**src/rtl/qmm_pkg.sv**
```systemverilog
package qmm_pkg;

   localparam int MOTOR_COUNT     = 4;
   localparam int NUM_AXES        = 4;
   localparam int COEFF_WIDTH_DEF = 16;
   localparam int NUM_REGS        = 8;
   localparam int REG_IDX_W       = $clog2(NUM_REGS);
   localparam int CSR_IDX_W       = 4;
   localparam int MIDX_W          = $clog2(MOTOR_COUNT);

   // register indexes
   localparam int REG_FWD   = 4;
   localparam int REG_RIGHT = 5;
   localparam int REG_YAW   = 6;
   localparam int REG_GAIN  = 7;

   localparam int ONE_Q14 = 16384;
   localparam int ACC_ONE = 1 << 27;
   localparam int TERM_W  = 27;

   typedef enum logic [1:0] {
      ST_OK     = 2'd0,
      ST_BOUNDS = 2'd1,
      ST_DESAT  = 2'd2
   } status_type;

   typedef struct packed {
      logic [14:0]              cmd;
      logic [15:0]              speed;
      logic [23:0]              thrust;
      logic signed [TERM_W-1:0] roll;
      logic signed [TERM_W-1:0] pitch;
      logic signed [TERM_W-1:0] yaw;
   } lane_res_type;

endpackage

```
**src/rtl/qmm_merge.sv**
```systemverilog
module qmm_merge import qmm_pkg::*; (
   input  logic               clock,
   input  logic               reset,
   input  logic               in_valid,
   input  status_type         in_status,
   input  logic [MIDX_W-1:0]  in_motor,
   input  lane_res_type       in_res [MOTOR_COUNT],
   output logic               advance,
   output logic               rsp_valid,
   input  logic               rsp_stall,
   output logic [1:0]         rsp_status,
   output logic [1:0]         rsp_motor_index,
   output logic [14:0]        rsp_motor_setpoint,
   output logic [15:0]        rsp_rotor_speed,
   output logic [23:0]        rsp_rotor_thrust,
   output logic [25:0]        rsp_collective_thrust,
   output logic signed [31:0] rsp_moment_roll,
   output logic signed [31:0] rsp_moment_pitch,
   output logic signed [31:0] rsp_moment_yaw,
   output logic               rsp_last
);

   function automatic logic signed [31:0] sat_add(input logic signed [31:0] a,
                                                  input logic signed [TERM_W-1:0] b);
      logic signed [32:0] s;
      s = 33'(a) + 33'(b);
      if (s[32] != s[31]) begin
         return s[32] ? 32'sh8000_0000 : 32'sh7FFF_FFFF;
      end
      return s[31:0];
   endfunction

   logic                buf_valid_ff;
   status_type          buf_status_ff;
   logic [MIDX_W-1:0]   buf_motor_ff;
   lane_res_type        buf_res_ff [MOTOR_COUNT];
   logic [MIDX_W-1:0]   idx_ff;
   logic                rsp_valid_ff;
   logic                out_load, word_last, first;
   lane_res_type        cur;
   logic [25:0]         csum_ff, csum_in;
   logic [26:0]         csum_sum;
   logic signed [31:0]  roll_ff, pitch_ff, yaw_ff, roll_in, pitch_in, yaw_in;

   assign out_load  = buf_valid_ff && (!rsp_valid_ff || !rsp_stall);
   assign word_last = (buf_status_ff != ST_OK) || (idx_ff == MIDX_W'(MOTOR_COUNT - 1));
   assign advance   = !buf_valid_ff || (out_load && word_last);
   assign cur       = buf_res_ff[idx_ff];
   assign first     = (idx_ff == '0);

   // running sums restart on the first motor of each item
   always_comb begin
      csum_sum = 27'(first ? 26'd0 : csum_ff) + 27'(cur.thrust);
      csum_in  = csum_sum[26] ? 26'h3FF_FFFF : csum_sum[25:0];
      roll_in  = sat_add(first ? 32'sd0 : roll_ff, cur.roll);
      pitch_in = sat_add(first ? 32'sd0 : pitch_ff, cur.pitch);
      yaw_in   = sat_add(first ? 32'sd0 : yaw_ff, cur.yaw);
   end

   always_ff @(posedge clock) begin
      if (reset) begin
         buf_valid_ff <= 1'b0;
         rsp_valid_ff <= 1'b0;
         idx_ff       <= '0;
      end else begin
         if (advance) begin
            buf_valid_ff <= in_valid;
         end
         if (out_load) begin
            rsp_valid_ff <= 1'b1;
            if (buf_status_ff == ST_OK) begin
               idx_ff <= word_last ? '0 : idx_ff + 1'b1;
            end
         end else if (!rsp_stall) begin
            rsp_valid_ff <= 1'b0;
         end
      end
   end

   always_ff @(posedge clock) begin
      if (advance && in_valid) begin
         buf_status_ff <= in_status;
         buf_motor_ff  <= in_motor;
         for (int m = 0; m < MOTOR_COUNT; m++) begin
            buf_res_ff[m] <= in_res[m];
         end
      end
      if (out_load) begin
         rsp_status <= buf_status_ff;
         rsp_last   <= word_last;
         if (buf_status_ff == ST_OK) begin
            csum_ff               <= csum_in;
            roll_ff               <= roll_in;
            pitch_ff              <= pitch_in;
            yaw_ff                <= yaw_in;
            rsp_motor_index       <= 2'(idx_ff);
            rsp_motor_setpoint    <= cur.cmd;
            rsp_rotor_speed       <= cur.speed;
            rsp_rotor_thrust      <= cur.thrust;
            rsp_collective_thrust <= csum_in;
            rsp_moment_roll       <= roll_in;
            rsp_moment_pitch      <= pitch_in;
            rsp_moment_yaw        <= yaw_in;
         end else begin
            rsp_motor_index       <= 2'(buf_motor_ff);
            rsp_motor_setpoint    <= '0;
            rsp_rotor_speed       <= '0;
            rsp_rotor_thrust      <= '0;
            rsp_collective_thrust <= '0;
            rsp_moment_roll       <= '0;
            rsp_moment_pitch      <= '0;
            rsp_moment_yaw        <= '0;
         end
      end
   end

   assign rsp_valid = rsp_valid_ff;

endmodule

```
**config.mk**
```make
export PLATFORM = sky130hd
export DESIGN_NAME = qmm_merge
export DESIGN_NICKNAME = d
export VERILOG_FILES = /design/src/rtl/qmm_pkg.sv /design/src/rtl/qmm_merge.sv
export SDC_FILE = /design/constraint.sdc
export NUM_CORES = 1
export LEC_CHECK = 0
export BUFFER_PORTS_ARGS = -buffer_cell sky130_fd_sc_hd__clkbuf_2
export CAP_MARGIN = 30
export CORE_MARGIN = 5
export CORE_UTILIZATION = 39
export DETAILED_ROUTE_END_ITERATION = 10
export PLACE_DENSITY = 0.71
export SLEW_MARGIN = 20
export SYNTH_ARGS = -nofsm -noshare
export SYNTH_HDL_FRONTEND = slang
export SYNTH_SLANG_ARGS = --single-unit
```
**constraint.sdc**
```tcl
create_clock -name clock -period 29.4 [get_ports clock]
set_clock_uncertainty 0.05 [all_clocks]
set_input_delay 5.88 -clock clock [delete_from_list [all_inputs] [get_ports clock]]
set_output_delay 5.88 -clock clock [all_outputs]
set_load 0.005 [all_outputs]
```
==> impl_metrics.py, run 1 <==
metrics = {
    "run_status": {
        "status": "finished clean",
    },
    "setup_path": {
        "cpMostUsedCell": "nand2_1",
        "crit_path_top_delay_cell": "nand2_1",
        "slowest_delay_ps": 140,
        "arrival_ps": 6400,
        "regToRegSetupSlack_ps": 22420,
        "worstReg2RegEnd": "rsp_moment_yaw[13]",
        "path_max_fanout": 2,
        "reg2reg_depth": 13,
        "crit_family": "simple AND/OR/NAND/NOR gates",
        "cp_cell_sequence": "clkbuf_2, nand2_1, nand2_1, nand2_1, clkbuf_2",
        "critPathKind": "in2out",
        "crit_path_end_kind": "primary output",
        "cp_num_buf_inv": 2,
        "critPathRequiredTime_ps": 23470,
        "worstSetupStartpointType": "input pin",
    },
    "synthesis": {
        "synthCells": 2516,
        "synth_top_area_cell": "edfxtp_1",
        "synth_top_family_by_area": "compound AO/OA/AOI/OAI gates",
        "synthTopCellsByCount": "edfxtp_1 (852), o21ai_0 (181), a21oi_1 (149), mux4_2 (136), nor2b_1 (124)",
        "synthSimpleGateAreaFrac_pct": 7.24,
        "muxShareOfSynthArea_pct": 8.03,
        "avgSynthCellArea_um2": 15.3,
        "synth_compound_area_share_pct": 9.82,
        "synth.area.top_cells": "edfxtp_1 (66%), mux4_2 (7.9%), ha_1 (4.0%)",
        "synthAdderAreaFrac_pct": 4.22,
        "synth_top_area_share_pct": 66.3,
        "synth_ff_type": "edfxtp_1",
        "synth.most_common_cell": "edfxtp_1",
        "synth_enable_flop_cells": 852,
        "synth_xor_area_share_pct": 2.27,
        "synth_seq_cells": 858,
        "seq_area_frac_synth_pct": 66.6,
        "yosysWarnings": 0,
        "async_reset_ff_share_pct": 0,
        "synth_area_mm2": 0.0386,
        "synthDistinctLibCells": 87,
        "synth_nets": 3194,
    },
    "floorplanning": {
        "initial_core_util_pct": 39.3,
        "io_pins": 736,
        "core-area_mm2": 0.0983,
        "die_x_um": 325,
        "die_h_um": 325,
        "dieArea_mm2": 0.105,
        "rows": 115,
    },
    "global_route": {
        "grt_pass1_vias": 24670,
        "grt_overflow": 0,
        "antenna_found_initial": 17,
        "track_usage_pct": 19.4,
        "grt_pass1_wl_mm": 156,
        "grt_start_max_net_pins": 165,
    },
    "route": {
        "wl_per_cell_um": 22.7,
        "first_iter_violations": 1787,
        "vias_per_cell": 5.28,
        "first_pass_iters": 8,
        "drc": 0,
        "wirelength_mm": 105,
        "vias": 24411,
        "antenna_left": 0,
    },
    "timing": {
        "rsz0062_at_grt": "false",
        "slew_violations": 0,
        "tightest_slew_ps": 1050,
        "fin_ws_ps": 17070,
        "fin_crit_sh_pct": 42.0,
        "setup_viol": 0,
        "tns_ps": 0,
        "hold_violations": 0,
        "maxSlewHeadroom_pct": 30.1,
        "min_period_ps": 12330,
        "max_freq_mhz": 81.1,
    },
    "pwr": {
        "p_int_w": 0.00221,
        "powerDensity_mw_per_mm2": 61.5,
        "switching_power_w": 0.000666,
        "power.share.sequential_pct": 50.6,
        "leakage_nw": 17.8,
        "power_frac_comb_pct": 9.3,
        "p_sw_share_pct": 23.2,
        "pwr-share-clk_pct": 40.1,
        "total_power_w": 0.00287,
        "ir_drop_mv": 0.0477,
    },
    "layout": {
        "final_core_util_pct": 47.5,
        "syn2layout_area_growth_pct": 21.0,
        "layout-drive-gt1-share_pct": 32.4,
        "final_cells": 4623,
        "finalNetCount": 3935,
    },
    "clock_network": {
        "cts_tree": "built",
        "clk_latency_ps": 680,
        "clk_pin_slew_ps": 50,
        "cts.sink_count": 858,
        "clock_tree.root_cell": "clkbuf_16",
        "holdBufCountCts": 0,
        "cts_inserted_buffers": 93,
        "htree_levels": 3,
        "post_cts_buffers": 0,
        "cts_resized": 0,
        "cts_buffer_depth": 3,
    },
    "placed_design": {
        "io_buffers": 735,
        "dp.cells": 4447,
        "gp_congestion": 0.913,
        "dpl.hpwl_mm": 76.8,
        "dp_slack_ps": 17070,
    },
    "worst_hold_path": {
        "min-delay-path-class": "reg2reg",
        "hold_path.startpoint": "buf_motor_ff[1]",
        "min_path_cells": 2,
        "hold_end": "rsp_motor_index[1]",
    },
    "job": {
        "drv_cap": 0,
    },
}
-- cell usage in the layout, fill, tap and decap left out, types with 16 or more instances in the layout --
cell	Yosys	final
o21ai_0	181	180
a21oi_1	149	148
clkbuf_2	4	735
xor2_1	51	51
o21a_1	22	22
clkinv_1	1	22
a211oi_1	18	18
and2_1	97	95
xnor2_1	49	49
edfxtp_1	852	852
ha_1	122	121
a21o_1	57	57
o31ai_1	24	24
o21bai_1	20	20
nand2_1	115	115
nor2_1	71	69
nand3_1	18	18
mux4_2	136	136
nor2b_1	124	124
buf_4	2	26
o211ai_1	20	20
clkbuf_16	0	95
inv_1	49	48
nand4_1	16	16
a31oi_1	21	21
o22ai_1	25	25
-- worst max path at each step --
stage | startpoint | end | slack (ps) | depth (start not counted)
after floorplan | rsp_stall | buf_motor_ff[0] | 9940 | 4
after global placement | rsp_stall | advance | 17070 | 5
after detailed placement | rsp_stall | advance | 17070 | 5
after CTS | rsp_stall | advance | 17070 | 5
after global routing | rsp_stall | advance | 17040 | 5
final | rsp_stall | advance | 17070 | 5
-- final cells by class --
type	count	area, um2
fill	8469	51600
sequential	858	25700
multi-input combinational	1490	12200
timing repair buffer	764	3940
clock buffer	105	2410
tap	1287	1610
clock inverter	64	586
inverter	50	190
antenna	5	12.5
-- flip-flops by register name, indices dropped and copies added, names as in the netlist, 15 cells and up, named ones only --
name                   count
rsp_rotor_speed           16
rsp_rotor_thrust          24
rsp_collective_thrust     26
buf_res_ff               544
rsp_motor_setpoint        15
pitch_ff                  32
roll_ff                   32
rsp_moment_yaw            32
rsp_moment_roll           32
rsp_moment_pitch          32
csum_ff                   26
yaw_ff                    32
-- worst reg2reg max path, delay by kind of cell (launching register included) --
kind / cells / cell delay (ps)
AO/OA/AOI/OAI: 7 / 2090
adder cells (fa/ha/maj): 1 / 380
buffers and inverters: 2 / 1560
flip-flops: 1 / 830
multiplexers: 1 / 850
AND/OR/NAND/NOR: 2 / 930
-- stage by stage --
| step | hold WS (ps) | instance area, um2 |
|---|---|---|
| 3_5_place_dp | 467 | 43600 |
| 6_report | 475 | 46700 |
| 2_1_floorplan | 409 | 38600 |
| 4_1_cts | 480 | 46600 |
| 3_3_place_gp | 459 | 43600 |
| 5_1_grt | 493 | 46700 |
-- power groups by stage --
stage          clock network [W]  registers (W)  logic [W]
6_report                 0.00115        0.00145   0.000267
5_1_grt                  0.00123        0.00146   0.000293
4_1_cts                  0.00118        0.00145   0.000268
3_5_place_dp                   0        0.00148   0.000266
3_3_place_gp                   0        0.00148   0.000262
2_1_floorplan                  0        0.00150   0.000152
-- cell families after synthesis --
| logic type | count (synthesis) |
|---|---|
| muxes | 139 |
| xor gates and xnor gates | 100 |
| AOI/OAI and AO/OA | 603 |
| DFF | 858 |
| adders and majority gates | 128 |
| and+or+nand+nor | 520 |
| buffers and inverters | 168 |
-- per-layer routing --
metal | part of all wire (%) | up-vias | global-route usage (%)
li1 | - | 11339 | -
met1 | 41 | 12000 | 25.4
met2 | 48 | 892 | 32.1
met3 | 7.4 | 172 | 4.74
met4 | 3.2 | 8 | 6.12
met5 | 0.051 | - | 0
Power figures use the tool's default switching activity.
==> run 2: changes to the inputs <==
--- a/config.mk
+++ b/config.mk
@@ -10,7 +10,7 @@
 export CORE_MARGIN = 5
 export CORE_UTILIZATION = 39
 export DETAILED_ROUTE_END_ITERATION = 10
-export PLACE_DENSITY = 0.71
+export PLACE_DENSITY = 0.73
 export SLEW_MARGIN = 20
 export SYNTH_ARGS = -nofsm -noshare
 export SYNTH_HDL_FRONTEND = slang
==> constraint.sdc (replaced) <==
create_clock -name clock -period 10.8 [get_ports clock]
set_clock_uncertainty 0.05 [all_clocks]
set_input_delay 2.16 -clock clock [delete_from_list [all_inputs] [get_ports clock]]
set_output_delay 2.16 -clock clock [all_outputs]
set_load 0.005 [all_outputs]
==> impl_metrics.py, run 2 (synthesized netlist as in run 1, its figures left out) <==
metrics = {
    "pwr": {
        "powerDensity_mw_per_mm2": 169,
        "ir_drop_mv": 0.143,
        "leakage_nw": 17.8,
    },
    "timing": {
        "tns_ps": 0,
        "rsz0062_at_grt": "false",
        "hold_violations": 0,
        "tightest_slew_ps": 986,
        "fin_crit_sh_pct": 54.5,
        "max_freq_mhz": 170,
        "fin_ws_ps": 4910,
        "maxSlewHeadroom_pct": 34.2,
        "setup_viol": 0,
        "slew_violations": 0,
        "min_period_ps": 5890,
    },
    "setup_path": {
        "crit_path_top_delay_cell": "buf_4",
        "arrival_ps": 6220,
        "cp_num_buf_inv": 4,
        "crit_family": "compound AO/OA/AOI/OAI gates",
        "crit_path_end_kind": "flop",
        "startpoint": "idx_ff[0]",
        "worstSetupStartpointType": "flop",
        "path_max_fanout": 64,
        "r2r-start": "idx_ff[0]",
        "critPathKind": "reg2reg",
        "cp_cell_sequence": "inv_1, ha_4, buf_4, nand2b_1, inv_1, ha_1, a211oi_1, o21ai_1, o21ai_0, a21oi_1, o2111ai_1, a31o_2, nor2_1, a21oi_4, buf_4, o21ai_0",
        "critPathRequiredTime_ps": 11130,
        "slowest_delay_ps": 720,
    },
    "global_route": {
        "grt_start_max_net_pins": 149,
        "grt_overflow": 0,
        "track_usage_pct": 20.0,
        "grt_pass1_vias": 25024,
        "antenna_found_initial": 21,
        "grt_pass1_wl_mm": 159,
    },
    "route": {
        "first_iter_violations": 1872,
        "vias": 24695,
        "first_pass_iters": 6,
        "drc": 0,
        "antenna_left": 0,
        "vias_per_cell": 5.34,
        "wirelength_mm": 108,
        "wl_per_cell_um": 23.4,
    },
    "layout": {
        "mostFrequentLayoutCells": "edfxtp_1 (852), clkbuf_2 (735), o21ai_0 (180), a21oi_1 (148), mux4_2 (136)",
        "finalNetCount": 3931,
        "final_common_cell": "edfxtp_1",
        "largest_reg_flops": 544,
        "syn2layout_area_growth_pct": 21.3,
        "final_cells": 4626,
        "layout-drive-gt1-share_pct": 32.1,
        "final_core_util_pct": 47.6,
        "nFillCells": 8461,
        "largest_register": "buf_res_ff",
    },
    "floorplanning": {
        "dieArea_mm2": 0.105,
        "die_h_um": 325,
        "rows": 115,
        "die_x_um": 325,
        "core-area_mm2": 0.0983,
        "initial_core_util_pct": 39.3,
        "io_pins": 736,
    },
    "placed_design": {
        "dp.cells": 4445,
        "io_buffers": 735,
        "dpl.hpwl_mm": 78.6,
        "gp_congestion": 0.911,
        "dp_slack_ps": 5000,
    },
    "worst_hold_path": {
        "min-delay-path-class": "reg2reg",
        "hold_path.startpoint": "rsp_valid",
    },
    "run_status": {
        "status": "finished clean",
    },
    "clock_network": {
        "holdBufCountCts": 0,
        "htree_levels": 3,
        "clock_tree.root_cell": "clkbuf_16",
        "cts_tree": "built",
        "cts_buffer_depth": 3,
        "clk_latency_ps": 680,
        "cts_resized": 0,
        "post_cts_buffers": 0,
        "cts.sink_count": 858,
        "clk_pin_slew_ps": 60,
        "cts_inserted_buffers": 93,
    },
    "job": {
        "drv_cap": 0,
    },
}
## run 2: worst reg2reg max path: cells and delay by family, from the launching register on
family	cells	cell delay (ps)
AND/OR/NAND/NOR	2	430
AO/OA/AOI/OAI	8	2340
adder cells (fa/ha/maj)	2	970
buffers and inverters	4	1470
flip-flops	1	340
## run 2: routing by layer
layer | wire, um | track usage [%] | share of wire (%) | vias to the layer above
li1 | - | - | - | 11345
met1 | 43300 | 25.5 | 40 | 12122
met2 | 52200 | 32.8 | 48 | 1005
met3 | 8790 | 5.40 | 8.1 | 211
met4 | 3710 | 7.40 | 3.4 | 12
met5 | 89 | 0 | 0.082 | -
## run 2: path summary, 6_finish.rpt
kind | to | depth (start not counted) | slack, ps
setup / recovery | pitch_ff[2] | 16 | 4910
hold / removal | rsp_valid | 2 | 470
setup reg to reg | pitch_ff[2] | 16 | 4910
hold reg to reg | rsp_valid | 2 | 470
## run 2: power breakdown
part | internal (W) | switching [W] | total (W) | leakage (nW)
registers | 0.00390 | 0.0000608 | 0.00396 | 8.22
logic | 0.000296 | 0.000429 | 0.000725 | 8.14
clock network | 0.00189 | 0.00135 | 0.00324 | 1.48
## run 2: area by class of cell
| class | count | area [um2] | share of cell area, % |
|---|---|---|---|
| tap | 1287 | 1610 | 3.44 |
| inverter | 50 | 190 | 0.406 |
| multi-input combinational | 1490 | 12200 | 26.1 |
| sequential | 858 | 25700 | 54.9 |
| antenna | 12 | 30.0 | 0.0641 |
| clock buffer | 115 | 2410 | 5.15 |
| timing repair buffer | 760 | 3940 | 8.42 |
| clock inverter | 54 | 697 | 1.49 |
## run 2: metrics by stage
step                      instance area (um2)  power (W)  hold WS, ps
after floorplan                         38600    0.00446          409
after global placement                  43600    0.00474          440
after detailed placement                43700    0.00476          463
after CTS                               46800    0.00802          477
after global routing                    46800    0.00824          514
final                                   46800    0.00793          473
